## src/rtl/mtfq_pkg.sv

```systemverilog
// Shared types, codes and constants for the move-to-front rotating queue.
package mtfq_pkg;

    localparam int POP_W     = 11;
    localparam int ID_W      = 16;
    localparam int STATUS_W  = 2;
    localparam int POP_RESET = 1024;

    localparam logic CMD_SERVE    = 1'b0;
    localparam logic CMD_EXPEDITE = 1'b1;

    localparam logic [STATUS_W-1:0] STAT_SERVED    = 2'd0;
    localparam logic [STATUS_W-1:0] STAT_EXPEDITED = 2'd1;
    localparam logic [STATUS_W-1:0] STAT_DROPPED   = 2'd2;

    typedef struct packed {
        logic            command;
        logic [ID_W-1:0] person_id;
    } in_item_t;

    typedef struct packed {
        logic [ID_W-1:0]     served_id;
        logic [STATUS_W-1:0] status;
    } out_item_t;

    typedef enum logic [3:0] {
        ST_FILL,
        ST_IDLE,
        ST_SERVE_RD,
        ST_SERVE_WR,
        ST_SRCH_RD,
        ST_SRCH_CMP,
        ST_SH_RD,
        ST_SH_WR,
        ST_PUT,
        ST_RESP
    } ctrl_state_t;

    typedef struct packed {
        logic fill_step;
        logic load_item;
        logic rd_head;
        logic serve_commit;
        logic srch_rd;
        logic srch_next;
        logic sh_rd;
        logic sh_wr;
        logic put_head;
        logic insert;
        logic drop;
        logic out_load;
    } dp_cmd_t;

    typedef struct packed {
        logic last_pos;
        logic match;
        logic k_zero;
        logic k_one;
        logic full;
        logic out_free;
    } dp_status_t;

endpackage

```

## src/rtl/mtfq_ctrl.sv

```systemverilog
// Sequencing state machine for the move-to-front rotating queue.
module mtfq_ctrl
    import mtfq_pkg::*;
(
    input  logic       clk,
    input  logic       rst_n,
    input  logic       cfg_we,
    input  logic       in_valid,
    input  logic       in_command,
    input  dp_status_t st,
    output dp_cmd_t    cmd,
    output logic       in_stall
);

    ctrl_state_t state_reg;
    ctrl_state_t state_next;

    always_ff @(posedge clk or negedge rst_n)
    begin
        if (!rst_n)
        begin
            state_reg <= ST_FILL;
        end
        else
        begin
            state_reg <= state_next;
        end
    end

    always_comb
    begin
        state_next = state_reg;
        unique case (state_reg)
            ST_FILL:
            begin
                if (st.last_pos)
                begin
                    state_next = ST_IDLE;
                end
            end
            ST_IDLE:
            begin
                if (in_valid)
                begin
                    state_next = (in_command == CMD_SERVE) ? ST_SERVE_RD : ST_SRCH_RD;
                end
            end
            ST_SERVE_RD:
            begin
                state_next = ST_SERVE_WR;
            end
            ST_SERVE_WR:
            begin
                state_next = ST_RESP;
            end
            ST_SRCH_RD:
            begin
                state_next = ST_SRCH_CMP;
            end
            ST_SRCH_CMP:
            begin
                if (st.match)
                begin
                    state_next = st.k_zero ? ST_PUT : ST_SH_RD;
                end
                else if (st.last_pos)
                begin
                    state_next = ST_RESP;
                end
                else
                begin
                    state_next = ST_SRCH_RD;
                end
            end
            ST_SH_RD:
            begin
                state_next = ST_SH_WR;
            end
            ST_SH_WR:
            begin
                state_next = st.k_one ? ST_PUT : ST_SH_RD;
            end
            ST_PUT:
            begin
                state_next = ST_RESP;
            end
            ST_RESP:
            begin
                if (st.out_free)
                begin
                    state_next = ST_IDLE;
                end
            end
            default:
            begin
                state_next = ST_IDLE;
            end
        endcase
        if (cfg_we)
        begin
            state_next = ST_FILL;
        end
    end

    always_comb
    begin
        cmd = '0;
        unique case (state_reg)
            ST_FILL:
            begin
                cmd.fill_step = 1'b1;
            end
            ST_IDLE:
            begin
                cmd.load_item = in_valid && !cfg_we;
            end
            ST_SERVE_RD:
            begin
                cmd.rd_head = 1'b1;
            end
            ST_SERVE_WR:
            begin
                cmd.serve_commit = 1'b1;
            end
            ST_SRCH_RD:
            begin
                cmd.srch_rd = 1'b1;
            end
            ST_SRCH_CMP:
            begin
                if (!st.match)
                begin
                    if (st.last_pos)
                    begin
                        cmd.drop   = st.full;
                        cmd.insert = !st.full;
                    end
                    else
                    begin
                        cmd.srch_next = 1'b1;
                    end
                end
            end
            ST_SH_RD:
            begin
                cmd.sh_rd = 1'b1;
            end
            ST_SH_WR:
            begin
                cmd.sh_wr = 1'b1;
            end
            ST_PUT:
            begin
                cmd.put_head = 1'b1;
            end
            ST_RESP:
            begin
                cmd.out_load = st.out_free;
            end
            default:
            begin
                cmd = '0;
            end
        endcase
    end

    assign in_stall = (state_reg != ST_IDLE) || cfg_we;

endmodule

```

## config.mk

```make
export PLATFORM = sky130hd
export DESIGN_NAME = mtfq_ctrl
export DESIGN_NICKNAME = d
export VERILOG_FILES = /design/src/rtl/mtfq_pkg.sv /design/src/rtl/mtfq_ctrl.sv
export SDC_FILE = /design/constraint.sdc
export NUM_CORES = 1
export LEC_CHECK = 0
export BUFFER_PORTS_ARGS = -buffer_cell sky130_fd_sc_hd__buf_4
export CAP_MARGIN = 30
export CORE_AREA = 2 2 39 41
export CTS_BUF_LIST = sky130_fd_sc_hd__clkbuf_8
export CTS_CLUSTER_SIZE = 25
export DETAILED_ROUTE_END_ITERATION = 8
export DIE_AREA = 0 0 41 43
export PLACE_DENSITY = 0.69
export SETUP_SLACK_MARGIN = 0.2
export SLEW_MARGIN = 0
export SYNTH_ARGS = -nofsm -noshare
export SYNTH_HDL_FRONTEND = slang
export SYNTH_SLANG_ARGS = --single-unit
```

## constraint.sdc

```tcl
create_clock -name clk -period 2.21 [get_ports clk]
set_input_delay 0.3315 -clock clk [delete_from_list [all_inputs] [get_ports clk]]
set_output_delay 0.3315 -clock clk [all_outputs]
set_load 0.02 [all_outputs]
```

* Word-level counts from Yosys, hierarchy flattened
Index checks and enable logic that the tools add are counted.
W data, S select, Z words.
** Word-level totals
- Flip-flop bits (word level) :: 4
- Input bits :: 11
** Operators by class
- Equal/unequal tests :: 13
- Muxes and demuxes :: 25
- Reduce and logical (&&, ||, !) cells :: 7
** Operators with widths (count)
- $pmux W4 S9 :: 1
- $mux W4 :: 8
- $eq A4 B3 Y1 const B :: 4
- $mux W1 :: 12
- $ne A3 B3 Y1 const B :: 3
- $eq A4 B2 Y1 const B :: 2
- $eq A4 B4 Y1 const B :: 2
- $mux W2 :: 3
- $eq A4 B1 Y1 const B :: 1
- $logic_not A4 Y1 :: 1
- $ne A4 B1 Y1 const B :: 1
- $mux W3 :: 1
- $reduce_and A3 Y1 :: 1
- $logic_not A1 Y1 :: 2
- $reduce_or A2 Y1 :: 1
- $logic_and A1 B1 Y1 :: 1
- $logic_or A1 B1 Y1 :: 1

* Logic depth before layout (Yosys ltp)
Gate-level depths: netlist (run 1).
- Depth after elaboration :: 4
- Gate-level depth with buffers :: 4

* Worst setup path before layout (run 1)
No wires, ideal clock.
- Kind :: reg2out
- From :: reg state_reg[2]
- To :: out cmd[0] in the netlist's numbering
- Data arrival time :: 1.348 ns
- Setup slack :: 0.530 ns
- Stages on the path, launching flop included :: 3
- Required time :: 1.879 ns
- Path through :: dfrtp_1 > buf_2 > nor4_1
** RTL lines
- start: declaration :: line mtfq_ctrl.sv:15 : ctrl_state_t state_reg;
- start signal: assignment :: line mtfq_ctrl.sv:26 : state_reg <= state_next;
- end: declaration :: line mtfq_ctrl.sv:11 : output dp_cmd_t cmd,

==> metrics.txt, run 1 <==
Clock Skew between 0.0015 and 0.002 ns; fill cell count 128; CTS Buffer Depth 2; Post-synth top cells 7 x nand2_1, 5 x nor2_1, 4 x dfrtp_1, 4 x inv_1, 4 x nor3_1; Antenna Nets Post-Route 0; Yosys top cell by area dfrtp_1; prevailing post-synth register cell dfrtp_1; Std-Cell Rows 14; # IOs 24; mux share of post-synthesis cell area 0.0229; synthesis-to-finish area growth 46.6%; Synth Warn # 0; setup_tns 0 ns; GR Util All Layers 0.160; sequential share of the synthesized area 0.204; Starting Density 0.355; status finished clean; max cap viols 0; CP max stage delay approximately 0.51 ns; Post-Syn Instances 60; Final Hold Fails 0; number of setup violations in the final report 0; xor/xnor share of the synthesized area 0; post-synthesis simple-gate area fraction 0.504; end of the worst register-to-register path state_reg[2]; Tot Pwr around 0.29 mW; Die Area ~1800 um2; initial antenna violation count 0; Via density 5.32; dominant cells by area after synthesis dfrtp_1 20%, nand2_1 5.3%, and4bb_1 5.1%; cts bufs inserted 3; Tcrit/Tclk final 0.815; Worst EP arrival approximately 1.5 ns; n_diodes 0; Slew Viols, Final 0; Congestion Overflow GR 0; nets 97; Post-Syn Area per Cell 8.20 um2; Worst R2R Start state_reg[3]; Gate power share 0.198; nature of the critical path endpoint output pin; IO buf count 23; compound-cell area share of the yosys netlist 0.188; Die Span Y roughly 43 um; Psw 0.0701 mW; CTS H-tree depth 1; detailed-placement wirelength estimate just over 900 um; wire per inst 12.3 um; PwrDens 407 nW/um2; Required @ worst endpoint roughly 1.9 ns; Post-synth EDFFs 0; Worst Path Max Fanout 17; first-pass GRT wire length 1940 um; vias in the first global route approximately 440; Syn Nets slightly above 70; Reg power frac 0.288; Sw Ratio 0.239; type of origin of the critical path flop; clock root buffer clkbuf_8; layout cell share with drive strength beyond 1 0.417; Buf+Inv Stages, Crit Path 1; critical path's top delay family simple AND/OR/NAND/NOR gates; TritonCTS clock tree done; hold crit path type in2reg; # DRC 0; slowest CP cell dfrtp_2; detailed-route via count between 500 and 600; worst-path cell chain nand2b_1, nor3_1, and3b_1, buf_4; Placer Congestion 0.751; final WL 1230 um; Slew Limit Headroom 0.715; largest family of logic cells by synthesized area simple AND/OR/NAND/NOR gates; Mapped Area about 490 um2; RSZ-0062 raised after global routing false; Synth Register Bits 4; most numerous cell in the Yosys netlist nand2_1; Worst-path clk slew roughly 0.030 ns; Final min period about 1.8 ns; Worst Max-Slew Pin Slew ~0.43 ns; synth unique cells 32; leakage dissipation between 0.3 and 0.4 nW; multi-input logic area between 300 and 400 um2; FFs w/ async S/R, synth 1.00; storage element area a little over 100 um2; peak supply drop 280 uV; Iter 0 DRT Violations 6; top cell type's share of synthesized area 0.204; R2R Setup Slk between 0.7 and 0.8 ns; adder-cell share of the synthesized area 0; pin count of the biggest net entering global routing 18; CP Class reg2out; hold_sp cfg_we; Clock Power Share 0.514; Reg2Reg Depth 3; Hold Path End state_reg[0]; max reg flops 4; Int Power roughly 0.22 mW; CTS Sinks 4; Worst-Skew Late Latency approximately 0.21 ns; Max Clk Rate between 500 and 600 MHz; drt first pass iters 4; die width approximately 40 um; core area about 1400 um2; worst hold path depth 2
-- layout by cell type, fill, tap and decap left out --
master	n
and4bb_1	2
a41oi_1	1
nor3b_2	1
a211oi_1	1
nor4_1	3
mux2_2	1
nor4b_4	1
or2b_1	1
o21ba_1	1
inv_1	4
a211o_1	1
buf_4	24
nand2b_1	3
nor3b_1	1
clkbuf_8	3
dlygate4sd3_1	1
nor4_2	1
and4b_1	1
or3b_2	1
or4b_1	1
and3_1	2
dfrtp_2	2
nor2b_1	1
o2111a_1	1
nor3_1	4
nor2_1	5
a311oi_1	1
nand2_1	7
a21oi_1	2
a22oi_2	1
dfrtp_1	2
and3b_1	1
o31ai_1	1
a22oi_1	1
-- worst register-to-register path, cell delays in order, from the launching register on --
cell and delay, ns:
dfrtp_1 0.59, nor4b_4 0.36, a22oi_2 0.15, nor4_2 0.26
-- through the flow --
stage	std cells	setup WS, ns	instance area (um2)	hold slack [ns]	util
after floorplan	60	0.530	492	0.0359	-
after global placement	96	0.555	667	0.128	0.482
after detailed placement	96	0.529	667	0.128	0.482
after CTS	100	0.295	718	0.312	0.519
after global routing	100	0.263	721	0.319	0.521
final	100	0.408	721	0.309	0.521
-- area by class of cell --
cell class,instances,area share
inverters,4,0.0208
well taps,16,0.0278
multi-input cells,48,0.488
repair buffers,25,0.264
clock buffers,3,0.0573
flip-flops and latches,4,0.142
-- cell families after synthesis --
family          count (synthesis)
compound gates                 11
mux                             1
buf+inv                         8
flops                           4
simple gates                   36
-- routing by layer --
| layer | share of wire | wire (um) | global-route usage | vias up |
|---|---|---|---|---|
| li1 | - | - | - | 275 |
| met1 | 0.46 | 566 | 0.231 | 238 |
| met2 | 0.45 | 560 | 0.228 | 17 |
| met3 | 0.069 | 85 | 0.0157 | 2 |
| met4 | 0.017 | 21 | 0.0800 | 0 |
| met5 | 0 | 0 | 0 | - |
-- worst max-delay path by stage --
stage	from	endpoint	slack, ns	cells after the start
after floorplan	state_reg[2]	cmd[0]	0.53	2
after global placement	state_reg[1]	cmd[2]	0.56	4
after detailed placement	state_reg[1]	cmd[2]	0.53	4
after CTS	state_reg[1]	cmd[2]	0.29	4
after global routing	state_reg[1]	cmd[2]	0.26	4
final	state_reg[1]	cmd[2]	0.41	4
-- power groups by stage --
stage | registers, mW | clock network [mW] | logic [mW]
6_report | 0.0845 | 0.151 | 0.0580
5_1_grt | 0.0850 | 0.165 | 0.0642
3_5_place_dp | 0.0845 | 0 | 0.0565
3_3_place_gp | 0.0842 | 0 | 0.0565
2_1_floorplan | 0.0800 | 0 | 0.0337
4_1_cts | 0.0837 | 0.156 | 0.0582
-- repair_timing --
action                     in CTS  in global routing
setup buffers                   0                  0
hold endpoints to repair        4                  0
setup endpoints to repair       0                  2
hold buffers                    1                  0
gates resized for setup         0                  2
Power figures use the tool's default switching activity.
==> run 2: changes to the inputs <==
--- a/config.mk
+++ b/config.mk
@@ -5,6 +5,7 @@
 export SDC_FILE = /design/constraint.sdc
 export NUM_CORES = 1
 export LEC_CHECK = 0
+export ABC_AREA = 1
 export BUFFER_PORTS_ARGS = -buffer_cell sky130_fd_sc_hd__buf_4
 export CAP_MARGIN = 30
 export CORE_AREA = 2 2 39 41
@@ -12,7 +13,7 @@
 export CTS_CLUSTER_SIZE = 25
 export DETAILED_ROUTE_END_ITERATION = 8
 export DIE_AREA = 0 0 41 43
-export PLACE_DENSITY = 0.69
+export PLACE_DENSITY = 0.68
 export SETUP_SLACK_MARGIN = 0.2
 export SLEW_MARGIN = 0
 export SYNTH_ARGS = -nofsm -noshare
==> constraint.sdc (replaced) <==
create_clock -name clk -period 1.67 [get_ports clk]
set_input_delay 0.2505 -clock clk [delete_from_list [all_inputs] [get_ports clk]]
set_output_delay 0.2505 -clock clk [all_outputs]
set_load 0.02 [all_outputs]
==> run 2 against run 1 <==
  * Synthesized cell count is 48% higher
  * Via count increased by 31%
  * Critical endpoint is now cmd[11]
  * Sequential share of layout area decreased by 2.7 points
  * Final cell count is 44% higher
  * Wire length rose by 28%
==> metrics.txt, run 2 <==
# IOs 24; Die Span Y 43 um; detailed-placement wirelength estimate roughly 1000 um; final WL about 1600 um; most numerous cell in the Yosys netlist nand2_1; RSZ-0062 raised after global routing true; Worst-Skew Late Latency 0.22 ns; PwrDens about 500 nW/um2; Worst EP arrival between 1 and 1.5 ns; wire per inst between 10 and 15 um; initial antenna violation count 0; vias in the first global route slightly below 600; worst-path cell chain buf_4, nor2_4, nand2_2, inv_2, buf_4; clock root buffer clkbuf_8; CTS Sinks 4; cell mode on critical path buf_4; Worst-path clk slew approximately 0.03 ns; CTS H-tree depth 1; Via density roughly 4.8; hold crit path type in2reg; Post-synth EDFFs 0; most common cell after layout, fill and taps aside buf_4; CP max stage delay approximately 0.46 ns; type of origin of the critical path flop; GR Util All Layers 0.200; CP Class reg2out; leakage dissipation just over 0.5 nW; TritonCTS clock tree done; synthesis-to-finish area growth 89.7%; Final min period ~1.5 ns; Final Hold Fails 0; Layout Cells excl Fill roughly 140; Congestion Overflow GR 0; Syn Nets 100; Starting Density 0.344; n_diodes 0; core area between 1000 and 1500 um2; IO buf count 23; prevailing post-synth register cell dfrtp_1; Max Clk Rate approximately 650 MHz; Synth Register Bits 4; setup_tns 0 ns; Die Area roughly 1800 um2; Worst Path Max Fanout 4; pin count of the biggest net entering global routing 7; Required @ worst endpoint around 1.4 ns; CTS Buffer Depth 2; Slew Limit Headroom 0.857; peak supply drop 575 uV; most frequent cells in the layout 32 x buf_4, 22 x nand2_1, 14 x nor2_1; Tcrit/Tclk final 0.919; first-pass GRT wire length roughly 2400 um; Iter 0 DRT Violations 13; FFs w/ async S/R, synth 1.00; # DRC 0; pre-CTS setup slack 0.209 ns; dominant cells by area after synthesis dfrtp_1 21%, nand2_1 21%, nor2_1 15%; max cap viols 0; Placer Congestion 0.807; final worst slack between 0.1 and 0.15 ns; Mapped Area approximately 480 um2; synth unique cells 17; Yosys top cell by area dfrtp_1; Post-synth top cells 26 x nand2_1, 19 x nor2_1, 15 x inv_1; placed cells 128; cts bufs inserted 3; nature of the critical path endpoint output pin; Synth Warn # 0; status finished clean; slowest CP cell dfrtp_2; Antenna Nets Post-Route 0; die width 41 um; number of setup violations in the final report 0; Post-Syn Area per Cell roughly 5.3 um2; Std-Cell Rows 14; nets approximately 140; Worst Max-Slew Pin Slew between 0.2 and 0.25 ns; top cell type's share of synthesized area 0.211; detailed-route via count roughly 700; Post-Syn Instances 89; layout cell share with drive strength beyond 1 0.516; Clock Skew 0.00316 ns; Slew Viols, Final 0; drt first pass iters 4; max reg flops 4; sequential share of the synthesized area 0.211
run 2: cell count changes after synthesis, sizes merged, moves of 3 or more:
cell / before / now
nand3: 0 / 6
nor2: 5 / 23
nor3: 4 / 1
inv: 4 / 19
nand2b: 3 / 0
nor4: 4 / 1
nand2: 7 / 29
buf: 4 / 0
o21ai: 0 / 3
run 2: through the flow:
stage	area [um2]	util	hold slack [ns]	total power [mW]
detailed placement	677	0.489	0.0474	0.219
floorplan	484	-	-0.0451	0.175
global placement	677	0.489	0.0472	0.217
CTS	823	0.595	0.314	0.444
global route	902	0.652	0.338	0.486
finish	902	0.652	0.321	0.460
run 2: area by class of cell:
cell class | count | area [um2]
flip-flops and latches | 4 | 104
clock buffers | 3 | 41.3
well taps | 16 | 20.0
multi-input cells | 66 | 377
fillers | 115 | 482
inverters | 19 | 76.3
repair buffers | 36 | 284
run 2: power breakdown:
group / internal (mW) / switching [mW] / leakage, nW
registers: 0.101 / 0.00389 / 0.0496
clock network: 0.154 / 0.0502 / 0.0216
logic: 0.0680 / 0.0832 / 0.436
run 2: per-layer routing:
layer / GRT usage / share of wire
met1: 0.231 / 0.40
met2: 0.316 / 0.49
met3: 0.0524 / 0.073
met4: 0.113 / 0.032
met5: 0 / 0
run 2: critical path: cells and delay by family (launching register included):
family | cells | cell delay (ns)
buf+inv | 3 | 0.39
flops | 1 | 0.46
simple gates | 2 | 0.22
run 2: path summary, 6_finish.rpt:
kind | from | endpoint | slack [ns] | depth (start not counted)
worst max-delay path | state_reg[3] | cmd[11] | 0.13 | 5
worst min-delay path | cfg_we | state_reg[0] | 0.32 | 4
worst max register to register | state_reg[0] | state_reg[2] | 0.31 | 9
worst min register to register | state_reg[2] | state_reg[3] | 0.68 | 3
max in group asynchronous | rst_n | state_reg[2] | 1.15 | 2
min in group asynchronous | rst_n | state_reg[1] | 0.40 | 2
run 2: logic make-up (layout without fill, tap and decap cells):
family                 after synthesis  after routing  synth area share
AOI/OAI and AO/OA                    4              4            0.0447
buffers and inverters               19             58             0.150
DFF                                  4              4             0.211
and+or+nand+nor                     62             62             0.595
run 2: timing repair:
action                                  CTS  global route
endpoints found under the setup margin    6            12
hold buffers                              1             0
endpoints found under the hold margin     4             0
pin swaps                                 3             4
resized for setup                        16            12
gates cloned                              0             0
buffers inserted                          7             5
==> run 3: changes to the inputs <==
--- a/config.mk
+++ b/config.mk
@@ -14,7 +14,6 @@
 export DETAILED_ROUTE_END_ITERATION = 8
 export DIE_AREA = 0 0 41 43
 export PLACE_DENSITY = 0.68
-export SETUP_SLACK_MARGIN = 0.2
 export SLEW_MARGIN = 0
 export SYNTH_ARGS = -nofsm -noshare
 export SYNTH_HDL_FRONTEND = slang
==> run 3 against run 2 <==
  * Clock power shrank 2%
  * Setup slack lost 0.031 ns
  * Sequential share of layout area grew 2.1 points
  * Design area shrank 16%
  * First-iteration DRC count grew 110%
  * Global-route usage shrank 2.6 points
  * Largest power group unchanged
  * Highest routed layer unchanged
==> metrics.txt, run 3 (synthesis gave the netlist of run 2 again) <==
detailed-placement wirelength estimate a little over 1000 um; leakage dissipation 0.453 nW; initial antenna violation count 0; IO buf count 23; Clock Skew 0.0000433 ns; Final min period ~1.6 ns; final worst slack between 0.1 and 0.15 ns; # IOs 24; Worst-path clk slew about 0.030 ns; layout cell share with drive strength beyond 1 0.403; Tcrit/Tclk final 0.938; Slew Viols, Final 0; PwrDens roughly 570 nW/um2; Iter 0 DRT Violations 27; wire per inst around 10 um; first-pass GRT wire length about 2200 um; R2R Setup Slk between 0.3 and 0.4 ns; Worst Max-Slew Pin Slew approximately 0.25 ns; Gate power share 0.289; detailed-route via count about 650; vias in the first global route around 560; Worst Path Max Fanout 7; CTS Sinks 4; hold crit path type in2reg; most frequent cells in the layout 26 x buf_4, 25 x nand2_1, 16 x nor2_1; GR Util All Layers 0.174; Psw between 0.1 and 0.15 mW; Max Clk Rate 638 MHz; Crit. Startpoint state_reg[3]; Final Hold Fails 0; CTS Buffer Depth 2; Tot Pwr 0.431 mW; type of origin of the critical path flop; max cap viols 0; nature of the critical path endpoint output pin; # DRC 0; Required @ worst endpoint around 1.4 ns; end of the worst register-to-register path state_reg[0]; Final Core Density 0.550; Worst EP arrival 1.32 ns; peak supply drop between 600 and 700 uV; Clock Power Share 0.465; Std-Cell Rows 14; fill cell count 150; pre-CTS setup slack 0.239 ns; pin count of the biggest net entering global routing 8; Reg2Reg Depth 8; status finished clean; Placer Congestion 0.834; Die Area ~1800 um2; Int Power just over 0.3 mW; final WL between 1000 and 1500 um; number of setup violations in the final report 0; die width approximately 41 um; Die Span Y approximately 43 um; Hold Path End state_reg[0]; Reg power frac 0.246; hold_sp cfg_we; n_diodes 0; Antenna Nets Post-Route 0; RSZ-0062 raised after global routing false; Congestion Overflow GR 0; clock root buffer clkbuf_8; Via density 4.82; core area 1380 um2; Sw Ratio 0.285; Starting Density 0.344; most common cell after layout, fill and taps aside buf_4; drt first pass iters 4; setup_tns 0 ns; synthesis-to-finish area growth 60.0%; Slew Limit Headroom 0.834; CP Class reg2out; cts bufs inserted 3; worst hold path depth 4; CTS H-tree depth 1; TritonCTS clock tree done; Worst R2R Start state_reg[2]; Worst-Skew Late Latency around 0.21 ns; max reg flops 4; nets approximately 130
## run 3: worst max-delay path by stage
stage | to | slack, ns | cells past startpoint
after CTS | cmd[10] | 0.04 | 6
after global routing | cmd[2] | 0.01 | 7
final | cmd[6] | 0.10 | 6
after global placement | cmd[10] | 0.25 | 6
after floorplan | cmd[10] | 0.15 | 5
after detailed placement | cmd[10] | 0.24 | 6
## run 3: layout make-up
cell class                 count  area (um2)  share of cell area
inverter                      19        71.3              0.0937
tap                           16        20.0              0.0263
sequential                     4         104               0.137
multi-input combinational     66         319               0.419
clock buffer                   3        41.3              0.0543
timing repair buffer          27         205               0.270
## run 3: metal layers
metal,share of wire,track usage,vias to the layer above
met4,0.020,0.0533,0
met2,0.50,0.250,35
met1,0.39,0.241,283
met3,0.093,0.0576,4
li1,-,-,329
met5,0,0,-
## run 3: power by group through the flow
stage | sequential [mW] | combinational (mW) | clock [mW]
after floorplan | 0.105 | 0.0686 | 0
after global placement | 0.106 | 0.110 | 0
after detailed placement | 0.106 | 0.111 | 0
after CTS | 0.105 | 0.114 | 0.202
after global routing | 0.107 | 0.138 | 0.210
final | 0.106 | 0.124 | 0.200
## run 3: worst max-delay path, stage by stage, from the launching register on
cell and delay, ns:
dfrtp_2 0.46, inv_2 0.11, nand2_2 0.11, nor2_4 0.14, nand2_1 0.09, inv_1 0.06
buf_4 0.13
## run 3: per-stage QoR
step                      instance area, um2  hold WS [ns]  std cells
final                                    761         0.333        135
after global routing                     761         0.346        135
after CTS                                722         0.331        132
after detailed placement                 668        0.0482        128
after global placement                   668        0.0468        128
after floorplan                          475       -0.0451         89
## run 3: repair_timing
| action | in CTS | in global routing |
|---|---|---|
| hold buffers | 1 | 0 |
| gates resized for setup | 1 | 8 |
| buffers inserted | 0 | 3 |
| cloned | 0 | 0 |
| endpoints found under the hold margin | 4 | 0 |
| setup endpoints to repair | 1 | 5 |
| pin swaps | 0 | 1 |
